**config.mk**
```make
export PLATFORM = sky130hd
export DESIGN_NAME = utf8_validate_latin1_fallback
export DESIGN_NICKNAME = d
export VERILOG_FILES = /design/src/sv/ulf_pkg.sv /design/src/sv/ulf_front.sv /design/src/sv/ulf_queue.sv /design/src/sv/ulf_back.sv /design/src/sv/utf8_validate_latin1_fallback.sv
export SDC_FILE = /design/constraint.sdc
export NUM_CORES = 1
export LEC_CHECK = 0
export BUFFER_PORTS_ARGS = -buffer_cell sky130_fd_sc_hd__buf_2
export CAP_MARGIN = 15
export CORE_MARGIN = 10
export CORE_UTILIZATION = 41
export CTS_CLUSTER_SIZE = 25
export DETAILED_ROUTE_END_ITERATION = 12
export PLACE_DENSITY_LB_ADDON = 0.1
export SLEW_MARGIN = 20
export SYNTH_ARGS = -nofsm -noshare
export SYNTH_HDL_FRONTEND = slang
export SYNTH_SLANG_ARGS = --single-unit
```
**constraint.sdc**
```tcl
create_clock -name i_clk -period 2.9 [get_ports i_clk]
set_input_delay 0.145 -clock i_clk [delete_from_list [all_inputs] [get_ports i_clk]]
set_output_delay 0.145 -clock i_clk [all_outputs]
set_load 0.01 [all_outputs]
```
**src/sv/ulf_pkg.sv**
```systemverilog
`timescale 1ns / 1ps
// ----------------------------------------------------------------------------
// ulf_pkg
// Shared types and constants for the UTF-8 validator with Latin-1 fallback.
// ----------------------------------------------------------------------------
package ulf_pkg;

    localparam int QUEUE_DEPTH = 4;

    // One command from the front part: a source byte, sent either as it
    // stands or re-encoded as a Latin-1 pair, and whether it closes the
    // output of its input beat.
    typedef struct packed {
        logic [7:0] data;
        logic       lat;
        logic       last;
    } t_cmd;

endpackage

```
**src/sv/ulf_front.sv**
```systemverilog
`timescale 1ns / 1ps
// ----------------------------------------------------------------------------
// ulf_front
// Accepts input beats, tracks the pending UTF-8 run and issues one command
// per cycle into the queue while the queue is not full.
// ----------------------------------------------------------------------------
module ulf_front (
    input  logic          i_clk,
    input  logic          i_rst_n,
    input  logic          i_s_valid,
    output logic          o_s_ready,
    input  logic [7:0]    i_s_data,
    input  logic          i_s_last,
    output logic          o_push,
    output ulf_pkg::t_cmd o_cmd,
    input  logic          i_q_full
);

    // Run state
    logic [7:0] r_lead, n_lead;
    logic [7:0] r_cont0, n_cont0;
    logic [7:0] r_cont1, n_cont1;
    logic [1:0] r_have, n_have;
    logic [1:0] r_need, n_need;

    // Plan of the accepted beat: held bytes first, then optionally the beat
    // byte itself.
    logic [7:0] r_p_lead, r_p_cont0, r_p_cont1, r_p_byte;
    logic [1:0] r_p_hn;
    logic       r_p_hlat;
    logic       r_p_blat;
    logic [2:0] r_rem;
    logic [1:0] r_idx;

    logic       w_accept;
    logic       w_is_cont;
    logic [1:0] w_lead_need;
    logic       w_complete;
    logic [1:0] n_hn;
    logic       n_hlat;
    logic       n_take;
    logic       n_blat;

    always_comb begin
        priority if (!i_s_data[7]) begin
            w_lead_need = 2'd0;
        end else if (i_s_data[7:5] == 3'b110) begin
            w_lead_need = 2'd1;
        end else if (i_s_data[7:4] == 4'b1110) begin
            w_lead_need = 2'd2;
        end else if (i_s_data[7:3] == 5'b11110) begin
            w_lead_need = 2'd3;
        end else begin
            w_lead_need = 2'd0;
        end
    end

    assign w_is_cont  = (i_s_data[7:6] == 2'b10);
    assign w_complete = (({1'b0, r_have} + 3'd1) >= {1'b0, r_need}) || (r_have >= 2'd2);

    always_comb begin
        n_lead  = r_lead;
        n_cont0 = r_cont0;
        n_cont1 = r_cont1;
        n_have  = r_have;
        n_need  = r_need;
        n_hn    = 2'd0;
        n_hlat  = 1'b0;
        n_take  = 1'b0;
        n_blat  = 1'b0;
        if (r_need == 2'd0 || !w_is_cont) begin
            // A broken run is flushed as Latin-1 before the byte is handled.
            if (r_need != 2'd0) begin
                n_hn   = 2'(r_have + 2'd1);
                n_hlat = 1'b1;
                n_lead = 8'd0;
                n_have = 2'd0;
                n_need = 2'd0;
            end
            if (!i_s_data[7]) begin
                n_take = 1'b1;
            end else if (w_lead_need != 2'd0) begin
                if (i_s_last) begin
                    // A lead on the final byte is flushed at once.
                    n_take = 1'b1;
                    n_blat = 1'b1;
                end else begin
                    n_lead = i_s_data;
                    n_have = 2'd0;
                    n_need = w_lead_need;
                end
            end else begin
                n_take = 1'b1;
                n_blat = 1'b1;
            end
        end else if (w_complete) begin
            n_hn   = 2'(r_have + 2'd1);
            n_take = 1'b1;
            n_lead = 8'd0;
            n_have = 2'd0;
            n_need = 2'd0;
        end else if (i_s_last) begin
            n_hn   = 2'(r_have + 2'd1);
            n_hlat = 1'b1;
            n_take = 1'b1;
            n_blat = 1'b1;
            n_lead = 8'd0;
            n_have = 2'd0;
            n_need = 2'd0;
        end else begin
            if (r_have[0]) begin
                n_cont1 = i_s_data;
            end else begin
                n_cont0 = i_s_data;
            end
            n_have = 2'(r_have + 2'd1);
        end
    end

    assign o_push    = (r_rem != 3'd0) && !i_q_full;
    assign o_s_ready = (r_rem == 3'd0) || ((r_rem == 3'd1) && o_push);
    assign w_accept  = i_s_valid && o_s_ready;

    always_comb begin
        o_cmd.last = (r_rem == 3'd1);
        if ({1'b0, r_idx} < {1'b0, r_p_hn}) begin
            o_cmd.lat = r_p_hlat;
            unique case (r_idx)
                2'd0:    o_cmd.data = r_p_lead;
                2'd1:    o_cmd.data = r_p_cont0;
                default: o_cmd.data = r_p_cont1;
            endcase
        end else begin
            o_cmd.lat  = r_p_blat;
            o_cmd.data = r_p_byte;
        end
    end

    always_ff @(posedge i_clk) begin
        if (!i_rst_n) begin
            r_lead <= 8'd0;
            r_have <= 2'd0;
            r_need <= 2'd0;
            r_rem  <= 3'd0;
            r_idx  <= 2'd0;
        end else begin
            if (w_accept) begin
                r_lead <= n_lead;
                r_have <= n_have;
                r_need <= n_need;
                r_rem  <= {1'b0, n_hn} + {2'b00, n_take};
                r_idx  <= 2'd0;
            end else if (o_push) begin
                r_rem <= r_rem - 3'd1;
                r_idx <= r_idx + 2'd1;
            end
        end
    end

    always_ff @(posedge i_clk) begin
        if (w_accept) begin
            r_cont0   <= n_cont0;
            r_cont1   <= n_cont1;
            r_p_lead  <= r_lead;
            r_p_cont0 <= r_cont0;
            r_p_cont1 <= r_cont1;
            r_p_byte  <= i_s_data;
            r_p_hn    <= n_hn;
            r_p_hlat  <= n_hlat;
            r_p_blat  <= n_blat;
        end
    end

endmodule

```
**src/sv/ulf_queue.sv**
```systemverilog
`timescale 1ns / 1ps
// ----------------------------------------------------------------------------
// ulf_queue
// Small command queue between the front and back parts.
// ----------------------------------------------------------------------------
module ulf_queue #(
    parameter int DEPTH = ulf_pkg::QUEUE_DEPTH
) (
    input  logic          i_clk,
    input  logic          i_rst_n,
    input  logic          i_push,
    input  ulf_pkg::t_cmd i_cmd,
    input  logic          i_pop,
    output ulf_pkg::t_cmd o_head,
    output logic          o_full,
    output logic          o_empty
);

    localparam int PW = (DEPTH > 1) ? $clog2(DEPTH) : 1;
    localparam int CW = $clog2(DEPTH + 1);

    ulf_pkg::t_cmd r_mem [DEPTH];
    logic [PW-1:0] r_wptr, r_rptr;
    logic [CW-1:0] r_count;

    assign o_full  = (r_count == CW'(DEPTH));
    assign o_empty = (r_count == '0);
    assign o_head  = r_mem[r_rptr];

    always_ff @(posedge i_clk) begin
        if (!i_rst_n) begin
            r_wptr  <= '0;
            r_rptr  <= '0;
            r_count <= '0;
        end else begin
            if (i_push) begin
                r_wptr <= (r_wptr == PW'(DEPTH - 1)) ? '0 : r_wptr + PW'(1);
            end
            if (i_pop) begin
                r_rptr <= (r_rptr == PW'(DEPTH - 1)) ? '0 : r_rptr + PW'(1);
            end
            if (i_push && !i_pop) begin
                r_count <= r_count + CW'(1);
            end else if (i_pop && !i_push) begin
                r_count <= r_count - CW'(1);
            end
        end
    end

    always_ff @(posedge i_clk) begin
        if (i_push) begin
            r_mem[r_wptr] <= i_cmd;
        end
    end

endmodule

```
**src/sv/ulf_back.sv**
```systemverilog
`timescale 1ns / 1ps
// ----------------------------------------------------------------------------
// ulf_back
// Takes commands from the queue and drives output beats, splitting a
// Latin-1 command into its two-byte UTF-8 form.
// ----------------------------------------------------------------------------
module ulf_back (
    input  logic          i_clk,
    input  logic          i_rst_n,
    input  ulf_pkg::t_cmd i_head,
    input  logic          i_empty,
    output logic          o_pop,
    output logic          o_m_valid,
    input  logic          i_m_ready,
    output logic [7:0]    o_m_data,
    output logic          o_m_last
);

    logic       r_valid;
    logic [7:0] r_data;
    logic       r_last;
    logic       r_half;
    logic [5:0] r_lo;
    logic       r_hlast;
    logic       w_load;

    assign w_load    = !r_valid || i_m_ready;
    assign o_pop     = w_load && !r_half && !i_empty;
    assign o_m_valid = r_valid;
    assign o_m_data  = r_data;
    assign o_m_last  = r_last;

    always_ff @(posedge i_clk) begin
        if (!i_rst_n) begin
            r_valid <= 1'b0;
            r_half  <= 1'b0;
        end else if (w_load) begin
            if (r_half) begin
                r_valid <= 1'b1;
                r_half  <= 1'b0;
            end else if (!i_empty) begin
                r_valid <= 1'b1;
                r_half  <= i_head.lat;
            end else begin
                r_valid <= 1'b0;
            end
        end
    end

    always_ff @(posedge i_clk) begin
        if (w_load) begin
            if (r_half) begin
                r_data <= {2'b10, r_lo};
                r_last <= r_hlast;
            end else if (i_head.lat) begin
                // First byte of the pair carries the top two bits.
                r_data  <= {6'b110000, i_head.data[7:6]};
                r_last  <= 1'b0;
                r_lo    <= i_head.data[5:0];
                r_hlast <= i_head.last;
            end else begin
                r_data <= i_head.data;
                r_last <= i_head.last;
            end
        end
    end

endmodule

```
**src/sv/utf8_validate_latin1_fallback.sv**
```systemverilog
`timescale 1ns / 1ps
// ----------------------------------------------------------------------------
// utf8_validate_latin1_fallback
// Passes valid UTF-8 runs through and re-encodes stray or broken bytes as
// Latin-1 in two-byte UTF-8 form.
// ----------------------------------------------------------------------------
// Channel  Dir  tdata          tlast
// s_axis   in   in_byte[7:0]   end_of_text
// m_axis   out  out_byte[7:0]  last_of_run
//
// The front part takes one input beat and issues up to four commands, one
// per cycle while the queue is not full; an input beat with one command
// is taken every cycle under that condition. The back part sends one
// output beat per cycle while the output is ready, two for a Latin-1 byte.
// Reset is synchronous and active low and leaves no run pending.
// A stalled output fills the command queue and then holds the input.
// ----------------------------------------------------------------------------
module utf8_validate_latin1_fallback #(
    parameter int QUEUE_DEPTH = ulf_pkg::QUEUE_DEPTH
) (
    input  logic       i_clk,
    input  logic       i_rst_n,
    input  logic       i_s_axis_tvalid,
    output logic       o_s_axis_tready,
    input  logic [7:0] i_s_axis_tdata,   // [7:0] in_byte
    input  logic       i_s_axis_tlast,
    output logic       o_m_axis_tvalid,
    input  logic       i_m_axis_tready,
    output logic [7:0] o_m_axis_tdata,   // [7:0] out_byte
    output logic       o_m_axis_tlast
);

    ulf_pkg::t_cmd w_push_cmd;
    ulf_pkg::t_cmd w_head;
    logic          w_push;
    logic          w_pop;
    logic          w_full;
    logic          w_empty;

    ulf_front u_front (
        .i_clk     (i_clk),
        .i_rst_n   (i_rst_n),
        .i_s_valid (i_s_axis_tvalid),
        .o_s_ready (o_s_axis_tready),
        .i_s_data  (i_s_axis_tdata),
        .i_s_last  (i_s_axis_tlast),
        .o_push    (w_push),
        .o_cmd     (w_push_cmd),
        .i_q_full  (w_full)
    );

    ulf_queue #(
        .DEPTH (QUEUE_DEPTH)
    ) u_queue (
        .i_clk   (i_clk),
        .i_rst_n (i_rst_n),
        .i_push  (w_push),
        .i_cmd   (w_push_cmd),
        .i_pop   (w_pop),
        .o_head  (w_head),
        .o_full  (w_full),
        .o_empty (w_empty)
    );

    ulf_back u_back (
        .i_clk     (i_clk),
        .i_rst_n   (i_rst_n),
        .i_head    (w_head),
        .i_empty   (w_empty),
        .o_pop     (w_pop),
        .o_m_valid (o_m_axis_tvalid),
        .i_m_ready (i_m_axis_tready),
        .o_m_data  (o_m_axis_tdata),
        .o_m_last  (o_m_axis_tlast)
    );

`ifndef ASSERT_OFF
    a_no_push_full: assert property (@(posedge i_clk) disable iff (!i_rst_n)
        w_push |-> !w_full)
        else $error("command pushed into a full queue");

    a_no_pop_empty: assert property (@(posedge i_clk) disable iff (!i_rst_n)
        w_pop |-> !w_empty)
        else $error("command popped from an empty queue");

    // The closing beat of an input is never a lead byte or a pair's first half.
    a_last_not_lead: assert property (@(posedge i_clk) disable iff (!i_rst_n)
        (o_m_axis_tvalid && o_m_axis_tlast) |-> (o_m_axis_tdata[7:6] != 2'b11))
        else $error("closing beat carries a lead byte");
`endif

endmodule

```
Yosys cells after proc, flatten, opt, wreduce, memory -nomap -nowiden
Memories as Yosys holds them, arrays and structs flattened. A register that Yosys moved wholly into a read port is not among the register bits.
Index checks and enable logic that the tools add are counted.
- register bits: 94
- RAM bits: 40
- bits of input ports: 13
- logic and storage cells: 146
- memories kept: 1
- memories (memory ; words ; width ; read ports ; clocked after Yosys merged registers in ; write ports ; RTL line ; source):
    u_queue.r_mem ; 4 ; 10 ; 1 ; 1 ; 1 ; ulf_queue.sv:22 ; ulf_pkg::t_cmd r_mem [DEPTH];
- $add $sub $neg: 9
- order comparisons: 3
- equal/unequal tests: 9
- mux-type cells: 59
- bitwise operators: 6
- reduce and logical (&&, ||, !) cells: 34
- operator list (kind ; count):
    $mux W8 ; 7
    $mux W2 ; 26
    $mux W1 ; 18
    $pmux W8 S2 ; 1
    $mux W3 ; 4
    $reduce_and A5 Y1 ; 2
    $mux W9 ; 1
    $add A2 B1 Y2 const B ; 4
    $reduce_bool A2 Y1 ; 4
    $logic_and A1 B1 Y1 ; 7
    $logic_not A1 Y1 ; 7
    $mux W7 ; 1
    $eq A2 B2 Y1 const B ; 3
    $eq A3 B3 Y1 const B ; 2
    $logic_not A3 Y1 ; 2
    $mux W6 ; 1
    $not A1 Y1 ; 6
    $reduce_bool A3 Y1 ; 2
    $sub A3 B1 Y3 const B ; 2
    $eq A5 B5 Y1 const B ; 1
    $eq A4 B4 Y1 const B ; 1
    $logic_not A2 Y1 ; 2
    $logic_or A1 B1 Y1 ; 4
    $reduce_or A2 Y1 ; 2
    10 further kinds ; 10

Longest topological paths before layout
Gate-level depths: netlist of run 1.
- word-level depth: 11
- depth in mapped cells: 10
- depth with buffers taken out: 10

By module
From an unflattened synthesis of run 1, not the netlist that was laid out.
- cell total of the unflattened synthesis: 359
- area, all modules: 5465.2 µm²
- by module, submodules not included (module ; times used ; cells an instance ; area each (µm²) ; seq. area each (µm²)):
    ulf_front ; 1 ; 216 ; 2849.0 ; 1901.8
    ulf_queue ; 1 ; 96 ; 1900.6 ; 1381.3
    ulf_back ; 1 ; 47 ; 715.7 ; 520.5

Worst setup path before layout of run 1
Ideal clock, no wire load.
- kind: reg-to-reg
- start point: reg u_front.r_need[1]
- end point: reg u_front.r_cont0[0], enable pin
- arrival time: 2452 ps
- setup slack: 62 ps
- stages on the path, launching flop included: 7
- buffers on the path: 0
- cell sequence: dfxtp_1 inv_1 fa_1 or4_4 a2111oi_4 nand2_1 nor3_1
- cells in the longest elaborated chain, start to end: 4
- elaborated cells between the ends (all ways): 7
- those cells by class: 1 x order compare; 2 x bitwise; 4 x reduce/logical
- RTL lines (item ; RTL line ; source):
    start, declared ; ulf_front.sv:24 ; logic [1:0] r_need, n_need;
    start signal, assigned ; ulf_front.sv:150 ; r_need <= n_need;
    $ge A3 B2 Y1 or $logic_not A2 Y1 (tied branches) ; ulf_front.sv:59, ulf_front.sv:71 ;
    $logic_or A1 B1 Y1, on equally long branches ; ulf_front.sv:59, ulf_front.sv:71 ;
    $not A1 Y1 (no line) ; - ;
    $reduce_and A5 Y1 (no line) (*) ; - ;
    end signal, assigned ; ulf_front.sv:162 ; r_cont0 <= n_cont0;
    end, declared ; ulf_front.sv:21 ; logic [7:0] r_cont0, n_cont0;
Every way passes the cells marked *; elsewhere a longest branch is shown, timed or not.
A chain may end at the register's enable or synchronous reset.

Worst setup path in the final report of run 1
- start point: reg u_front.r_need[1]
- end point: reg u_front.r_rem[1]
- cells in the longest elaborated chain, start to end: 6
- elaborated cells between the ends (all ways): 12
- those cells by class: 1 x add/sub; 1 x order compare; 6 x mux; 4 x reduce/logical
- RTL lines (item ; RTL line ; source):
    $ge A3 B2 Y1 ; ulf_front.sv:59 ; assign w_complete = (({1'b0, r_have} + 3'd1) >= {1'b0, r_need}) || (r_have >= 2'd2);
    $logic_or A1 B1 Y1 ; ulf_front.sv:59 ;
    $mux W2 ; ulf_front.sv:96 ; end else if (w_complete) begin
    $mux W2 (*) ; ulf_front.sv:71 ; if (r_need == 2'd0 || !w_is_cont) begin
    named net u_front.n_hn[0] ; ulf_front.sv:39 ; logic [1:0] n_hn;
    $add A2 B1 Y3 (*) ; ulf_front.sv:151 ; r_rem <= {1'b0, n_hn} + {2'b00, n_take};
    $mux W3 (*) ; ulf_front.sv:147 ; if (w_accept) begin
    end signal, assigned ; ulf_front.sv:151 ;
    end signal, assigned ; ulf_front.sv:154 ; r_rem <= r_rem - 3'd1;
    end, declared ; ulf_front.sv:32 ; logic [2:0] r_rem;
The timed path passes the listed nets; every way through them passes the cells marked *.

==> metrics, run 1 <==
EDFF count, synth=108; Pwr per Cell Area=1140 mW/mm2; Slew headroom=57.1%; maximum clock path buffer count=2; setup TNS=0 ns; routed wire length=9680 um; synthesized net count=413; Pre-antenna DRT Iters=4; Mapped Area=0.00554 mm2; gr usage total=11.4%; run status=finished, final reports clean; clk sinks=136; Final min period=2.64 ns; hold crit path type=primary input to flip-flop; Vias=3,058; Synth top cells by count=edfxtp_1, nand2_1, dfxtp_1; top sig layer=met4; CP max FO=4; Overflow after GRT=0; RSZ-0062 raised after global routing=no; GP Congestion=0.817; HPWL Detailed=6640 um; CP required=3.24 ns; metal1 wirelength=4380 um; Top Ports=24; Resized cells post-CTS=0; Max Clk Rate=379 MHz; DIE AREA=0.0186 mm2; antenna fix cells=0; metal3 WL=403 um; Worst path slowest cell=or4_4; switching share of power=31.3%; vias in the first global route=3,135; worst path buffer plus inverter count=1; most common cell in the netlist=edfxtp_1; CP Capture Type=flip-flop; CTS buffer count=17; CTS root buf=clkbuf_16; Worst-Skew Late Latency=0.42 ns; Final nets=460; CTS H-tree lvls=4; part of the cycle the worst path needs=90.9%; largest net degree at the start of global routing=39; worst-case clock skew=0.00745 ns; clock share of power=27.9%; CP delay by family, top=adder cells; static leakage=2.31 nW; Int Pwr=5.13 mW; width of the die=136 um; Worst VDD drop=0.000376 V; CTS tree=yes; Gate power share=29.5%; Slew @ Worst Pin=0.640 ns; total of max-cap violations=0; Yosys top cell by area=edfxtp_1; Place WS=0.279 ns; initial antenna violation count=0; WL per Instance=15.7 um; drt drc=0; flops & latches, synth=136; Final Hold Violating Endpoints=0; Main synth FF type=edfxtp_1; Sw Pwr=2.34 mW; sequential area share after synthesis=68.7%; synth top area cells=edfxtp_1, dfxtp_1, ha_1, mux4_2, nand2_1; via/cell ratio=4.96; clk slew on worst S/H paths=0.06 ns; count of buffers from port buffering=23; Initial Utilization=41.8%; crit path kind=flip-flop to flip-flop; Placed Area=0.00592 mm2; Synth warnings=0; syn_area_per_cell=14.5 um2; Die Y-Extent=136 um; Initial DRC Count=205; max incr delay on CP=0.52 ns; critical path arrival=2.98 ns; Unique masters post-synth=50; endpoints failing setup=0; row count=42; Slew Limit Fails=0; Async SR Flop Fraction=0%; Setup Fix Bufs, Post-CTS=0; share of cells above drive strength 1=20.0%; met2 routed WL=4720 um; cell chain of the critical path=inv_1, fa_1, or4_4, a2111oi_4, nor3_1, ha_1, ha_1, nand2_1, a21boi_0; Flop pwr share=42.5%; Post-Syn Instances=381; global-route wire length before repair=16,100 um; Area Growth Syn to Fin=18.2%; Setup crit start kind=flip-flop; Antenna Nets Post-Route=0; Layout Cell Area excl Fill=0.00655 mm2; slack of the critical path=0.263 ns; most used cell, CP=ha_1; CORE AREA=0.0132 mm2; share of the synthesized area in the top cell type=58.5%
## worst register-to-register path, cell delays in order (launching register included)
cell and delay, ns:
dfxtp_1 0.37, inv_1 0.08, fa_1 0.44, or4_4 0.52
a2111oi_4 0.39, nor3_1 0.12, ha_1 0.20, ha_1 0.26
nand2_1 0.04, a21boi_0 0.15
## worst paths after layout
check,start,to,slack [ns],cells after the start
worst min-delay path,i_s_axis_tdata[3],u_front.r_cont1[3]$_DFFE_PP_,0.03,1
worst max-delay path,u_front.r_need[1]$_SDFFE_PN0P_,u_front.r_rem[1]$_SDFFE_PN0P_,0.26,9
worst min register to register,u_front.r_cont0[3]$_DFFE_PP_,u_front.r_p_cont0[3]$_DFFE_PP_,0.41,0
worst max register to register,u_front.r_need[1]$_SDFFE_PN0P_,u_front.r_rem[1]$_SDFFE_PN0P_,0.26,9
## cell families after synthesis
kind of cell | synth area share [%]
AND/OR/NAND/NOR | 9.35
adder cells (fa/ha/maj) | 4.56
multiplexers | 5.69
AO/OA/AOI/OAI | 9.24
buffers and inverters | 1.85
flip-flops | 68.7
XOR/XNOR | 0.633
## power groups by stage
stage | registers (mW) | logic [mW] | clock network, mW
3_3_place_gp | 3.21 | 2.19 | 0
5_1_grt | 3.24 | 2.50 | 2.23
6_report | 3.18 | 2.20 | 2.09
3_5_place_dp | 3.22 | 2.24 | 0
2_1_floorplan | 3.19 | 1.57 | 0
4_1_cts | 3.19 | 2.25 | 2.14
## area by class of cell
type                    instances  area (um2)
fillers                      1184        6700
flip-flops and latches        136        3800
multi-input cells             219        1640
clock buffers                  19         433
repair buffers                 39         245
well taps                     176         220
clock inverters                13         148
inverters                      15        58.8
## repair_timing
item                                    in CTS  in global routing
hold buffers                                 4                  0
endpoints found under the setup margin       0                  0
hold endpoints to repair                    12                  0
## cells in the final DEF, fill, tap and decap left out, drive strengths merged, types with 2 or more instances in the layout
cell         Yosys  final
a2111oi          2      2
a21boi          13     13
a21o             7      7
a21oi            5      5
a22oi           10     10
a31oi            8      8
and2             6      6
and3             2      2
buf              4     35
bufinv           0      2
clkbuf           7     19
clkinv           0      5
clkinvlp         0      4
dfxtp           28     28
dlygate4sd3      0      4
edfxtp         108    108
fa               2      2
ha              17     17
inv             15     17
mux2             2      2
mux2i            9      9
mux4             9      9
nand2           46     46
nand2b           2      2
nand3            6      6
nor2            19     19
nor2b           11     11
nor3             6      6
o211a            3      3
o21a             2      2
o21ai           13     13
or3              4      4
or4              2      2
xnor2            3      3
## registers in the layout, summed over array words and instances, names as in the netlist, 3 cells and up, named ones only
name               count
u_back.o_m_data        8
u_back.r_lo            6
u_front.r_cont0        8
u_front.r_cont1        8
u_front.r_lead         8
u_front.r_p_byte       8
u_front.r_p_cont0      8
u_front.r_p_cont1      8
u_front.r_p_lead       8
u_front.r_rem          3
u_queue.r_count        3
u_queue.r_mem         40
## metal layers
layer,GRT usage [%],vias up
met1,13.8,1485
met2,17.9,46
met5,0,-
met3,3.80,14
met4,5.62,0
li1,-,1513
## metrics by stage
stage	util (%)	instances	power (mW)	hold WS, ns
6_report	49.4	617	7.47	0.0309
5_1_grt	49.4	617	7.96	0.0311
4_1_cts	49.4	617	7.58	0.0143
3_5_place_dp	44.7	581	5.46	0.393
3_3_place_gp	44.7	581	5.40	0.380
2_1_floorplan	-	381	4.76	0.244
Note: power is estimated with default switching activity, not from simulation.
==> run 2: changes to the inputs <==
Settings changed: PLACE_DENSITY_LB_ADDON 0.1 to not set.
==> run 2 against run 1 <==
Sequential power about the same. Via count decreased by 0.16%. Power increased by 2.1%. Clock power increased by 8%. Sequential cell count unchanged. Global-route usage decreased by 0.42 points. Die area unchanged. Count of clock-buffer cells in the layout increased by 1. Critical endpoint unchanged. Highest routed layer unchanged.
==> metrics, run 2 (synthesized netlist as in run 1, its figures left out) <==
run status=finished, final reports clean (unchanged); gr usage total=11.0% (was 11.4%); Top Ports=24 (unchanged); routed wire length=9310 um (was 9680 um); CP max FO=4 (unchanged); Final min period=2.63 ns (was 2.64 ns); initial antenna violation count=0 (unchanged); largest net degree at the start of global routing=35 (was 39); Die Y-Extent=136 um (unchanged); Worst-Skew Late Latency=0.41 ns (was 0.42 ns); Slew @ Worst Pin=0.989 ns (was 0.640 ns); Antenna Nets Post-Route=0 (unchanged); Final nets=459 (was 460); Pwr per Cell Area=1160 mW/mm2 (was 1140 mW/mm2); Overflow after GRT=0 (unchanged); static leakage=2.33 nW (was 2.31 nW); Setup crit start kind=flip-flop (unchanged); max incr delay on CP=0.51 ns (was 0.52 ns); clk slew on worst S/H paths=0.06 ns (about the same); setup TNS=0 ns (unchanged); Placed Area=0.00592 mm2 (unchanged); Max Clk Rate=381 MHz (was 379 MHz); worst hold slack=0.0217 ns (was 0.0309 ns); clk sinks=136 (unchanged); total of max-cap violations=0 (unchanged); most frequent cells in the layout=edfxtp_1, nand2_1, dfxtp_1, buf_2, nor2_1 (unchanged); share of cells above drive strength 1=20.0% (about the same); cell chain of the critical path=inv_1, fa_1, or4_4, a2111oi_4, nor3_1, ha_1, ha_1, nand2_1, a21boi_0 (unchanged); Worst setup startpoint=u_front.r_need[1]$_SDFFE_PN0P_ (unchanged); drt drc=0 (unchanged); row count=42 (unchanged); Layout Cell Area excl Fill=0.00658 mm2 (was 0.00655 mm2); Slew headroom=33.5% (was 57.1%); Crit Reg-Reg Startpoint=u_front.r_need[1]$_SDFFE_PN0P_ (unchanged); Initial DRC Count=220 (was 205); CORE AREA=0.0132 mm2 (unchanged); part of the cycle the worst path needs=90.5% (was 90.9%); Initial Utilization=41.8% (unchanged); RR Endpoint=u_front.r_rem[1]$_SDFFE_PN0P_ (unchanged); Slew Limit Fails=0 (unchanged); hold crit path type=primary input to flip-flop (unchanged); CP Capture Type=flip-flop (unchanged); RSZ-0062 raised after global routing=no (unchanged); vias in the first global route=3,222 (was 3,135); worst-case clock skew=0.00935 ns (was 0.00745 ns); overall power=7.62 mW (was 7.47 mW); WL per Instance=15.1 um (was 15.7 um); GP Congestion=0.864 (was 0.817); crit path kind=flip-flop to flip-flop (unchanged); CP delay by family, top=adder cells (unchanged); Vias=3,053 (was 3,058); count of buffers from port buffering=23 (unchanged); Worst path slowest cell=or4_4 (unchanged); CP required=3.24 ns (about the same); CTS H-tree lvls=4 (unchanged); endpoints failing setup=0 (unchanged); most used cell, CP=ha_1 (unchanged); FF-to-FF path depth=9 (unchanged); Area Growth Syn to Fin=18.8% (was 18.2%); antenna fix cells=0 (unchanged); DIE AREA=0.0186 mm2 (unchanged); worst path buffer plus inverter count=1 (unchanged); Pre-antenna DRT Iters=4 (unchanged); CTS buffer count=17 (unchanged); max reg flops=40 (unchanged); CP Depth=9 (unchanged); via/cell ratio=4.96 (about the same); commonest non-fill, non-tap cell in the layout=edfxtp_1 (unchanged); crit path to=u_front.r_rem[1]$_SDFFE_PN0P_ (unchanged); width of the die=136 um (unchanged); critical path arrival=2.96 ns (was 2.98 ns); Biggest register=u_queue.r_mem (unchanged); Inst Count DP=581 (unchanged); HPWL Detailed=6390 um (was 6640 um); Final Hold Violating Endpoints=0 (unchanged); Worst VDD drop=0.000551 V (was 0.000376 V); CTS root buf=clkbuf_16 (unchanged); r2r setup slk=0.27 ns (was 0.26 ns); global-route wire length before repair=15,700 um (was 16,100 um); post-route insts no fill=616 (was 617); CTS tree=yes (unchanged); maximum clock path buffer count=2 (unchanged)
==> run 2: changes by cell type in the layout (fill, tap and decap cells not counted), sizes merged <==
cell         previous run  this run
inv                    17        15
dlygate4sd3             4         3
clkbuf                 19        20
bufinv                  2         4
clkinvlp                4         3
==> run 2: per-layer routing <==
| layer | vias to the layer above | share of wire [%] | global-route usage [%] |
|---|---|---|---|
| li1 | 1518 | - | - |
| met1 | 1472 | 46 | 12.5 |
| met5 | - | 0 | 0 |
| met2 | 50 | 49 | 18.0 |
| met4 | 0 | 1.6 | 5.56 |
| met3 | 13 | 3.8 | 3.76 |
==> run 2: how the worst min path moves through the flow <==
stage	cells after the start	end	from
2_1_floorplan	0	u_front.r_cont0[0]$_DFFE_PP_	i_s_axis_tdata[0]
3_3_place_gp	1	u_front.r_cont1[1]$_DFFE_PP_	i_s_axis_tdata[1]
3_5_place_dp	1	u_front.r_cont1[1]$_DFFE_PP_	i_s_axis_tdata[1]
4_1_cts	1	u_front.r_cont0[5]$_DFFE_PP_	i_s_axis_tdata[5]
5_1_grt	1	u_front.r_cont1[5]$_DFFE_PP_	i_s_axis_tdata[5]
6_report	1	u_front.r_cont1[5]$_DFFE_PP_	i_s_axis_tdata[5]
==> run 2: area by class of cell <==
class                      instances  area [um2]
sequential                       136        3800
multi-input combinational        219        1630
inverter                          15        58.8
timing repair buffer              38         235
tap                              176         220
clock buffer                      20         457
clock inverter                    12         175
fill                            1139        6660
==> run 2: worst reg2reg max path, stage by stage, from the launching register on <==
cell       delay [ns]
dfxtp_1          0.37
inv_1            0.08
fa_1             0.45
or4_4            0.52
a2111oi_4        0.38
nor3_1           0.12
ha_1             0.20
ha_1             0.26
nand2_1          0.04
a21boi_0         0.14
==> run 2: what timing repair did <==
action,in CTS,in global routing
resized for setup,0,0
endpoints found under the hold margin,9,0
buffers inserted,0,0
hold buffers,3,0
==> run 2: through the flow <==
step                utilization (%)  setup slack [ns]
floorplan                         -            0.0619
global placement               44.7             0.351
detailed placement             44.7             0.270
CTS                            49.7             0.247
global route                   49.7            0.0637
finish                         49.7             0.275
==> run 2: power by group <==
part | switching, mW | leakage [nW] | total (mW) | internal, mW
Combinational | 1.33 | 0.787 | 2.20 | 0.874
Clock | 0.773 | 0.302 | 2.25 | 1.48
Sequential | 0.183 | 1.25 | 3.16 | 2.98
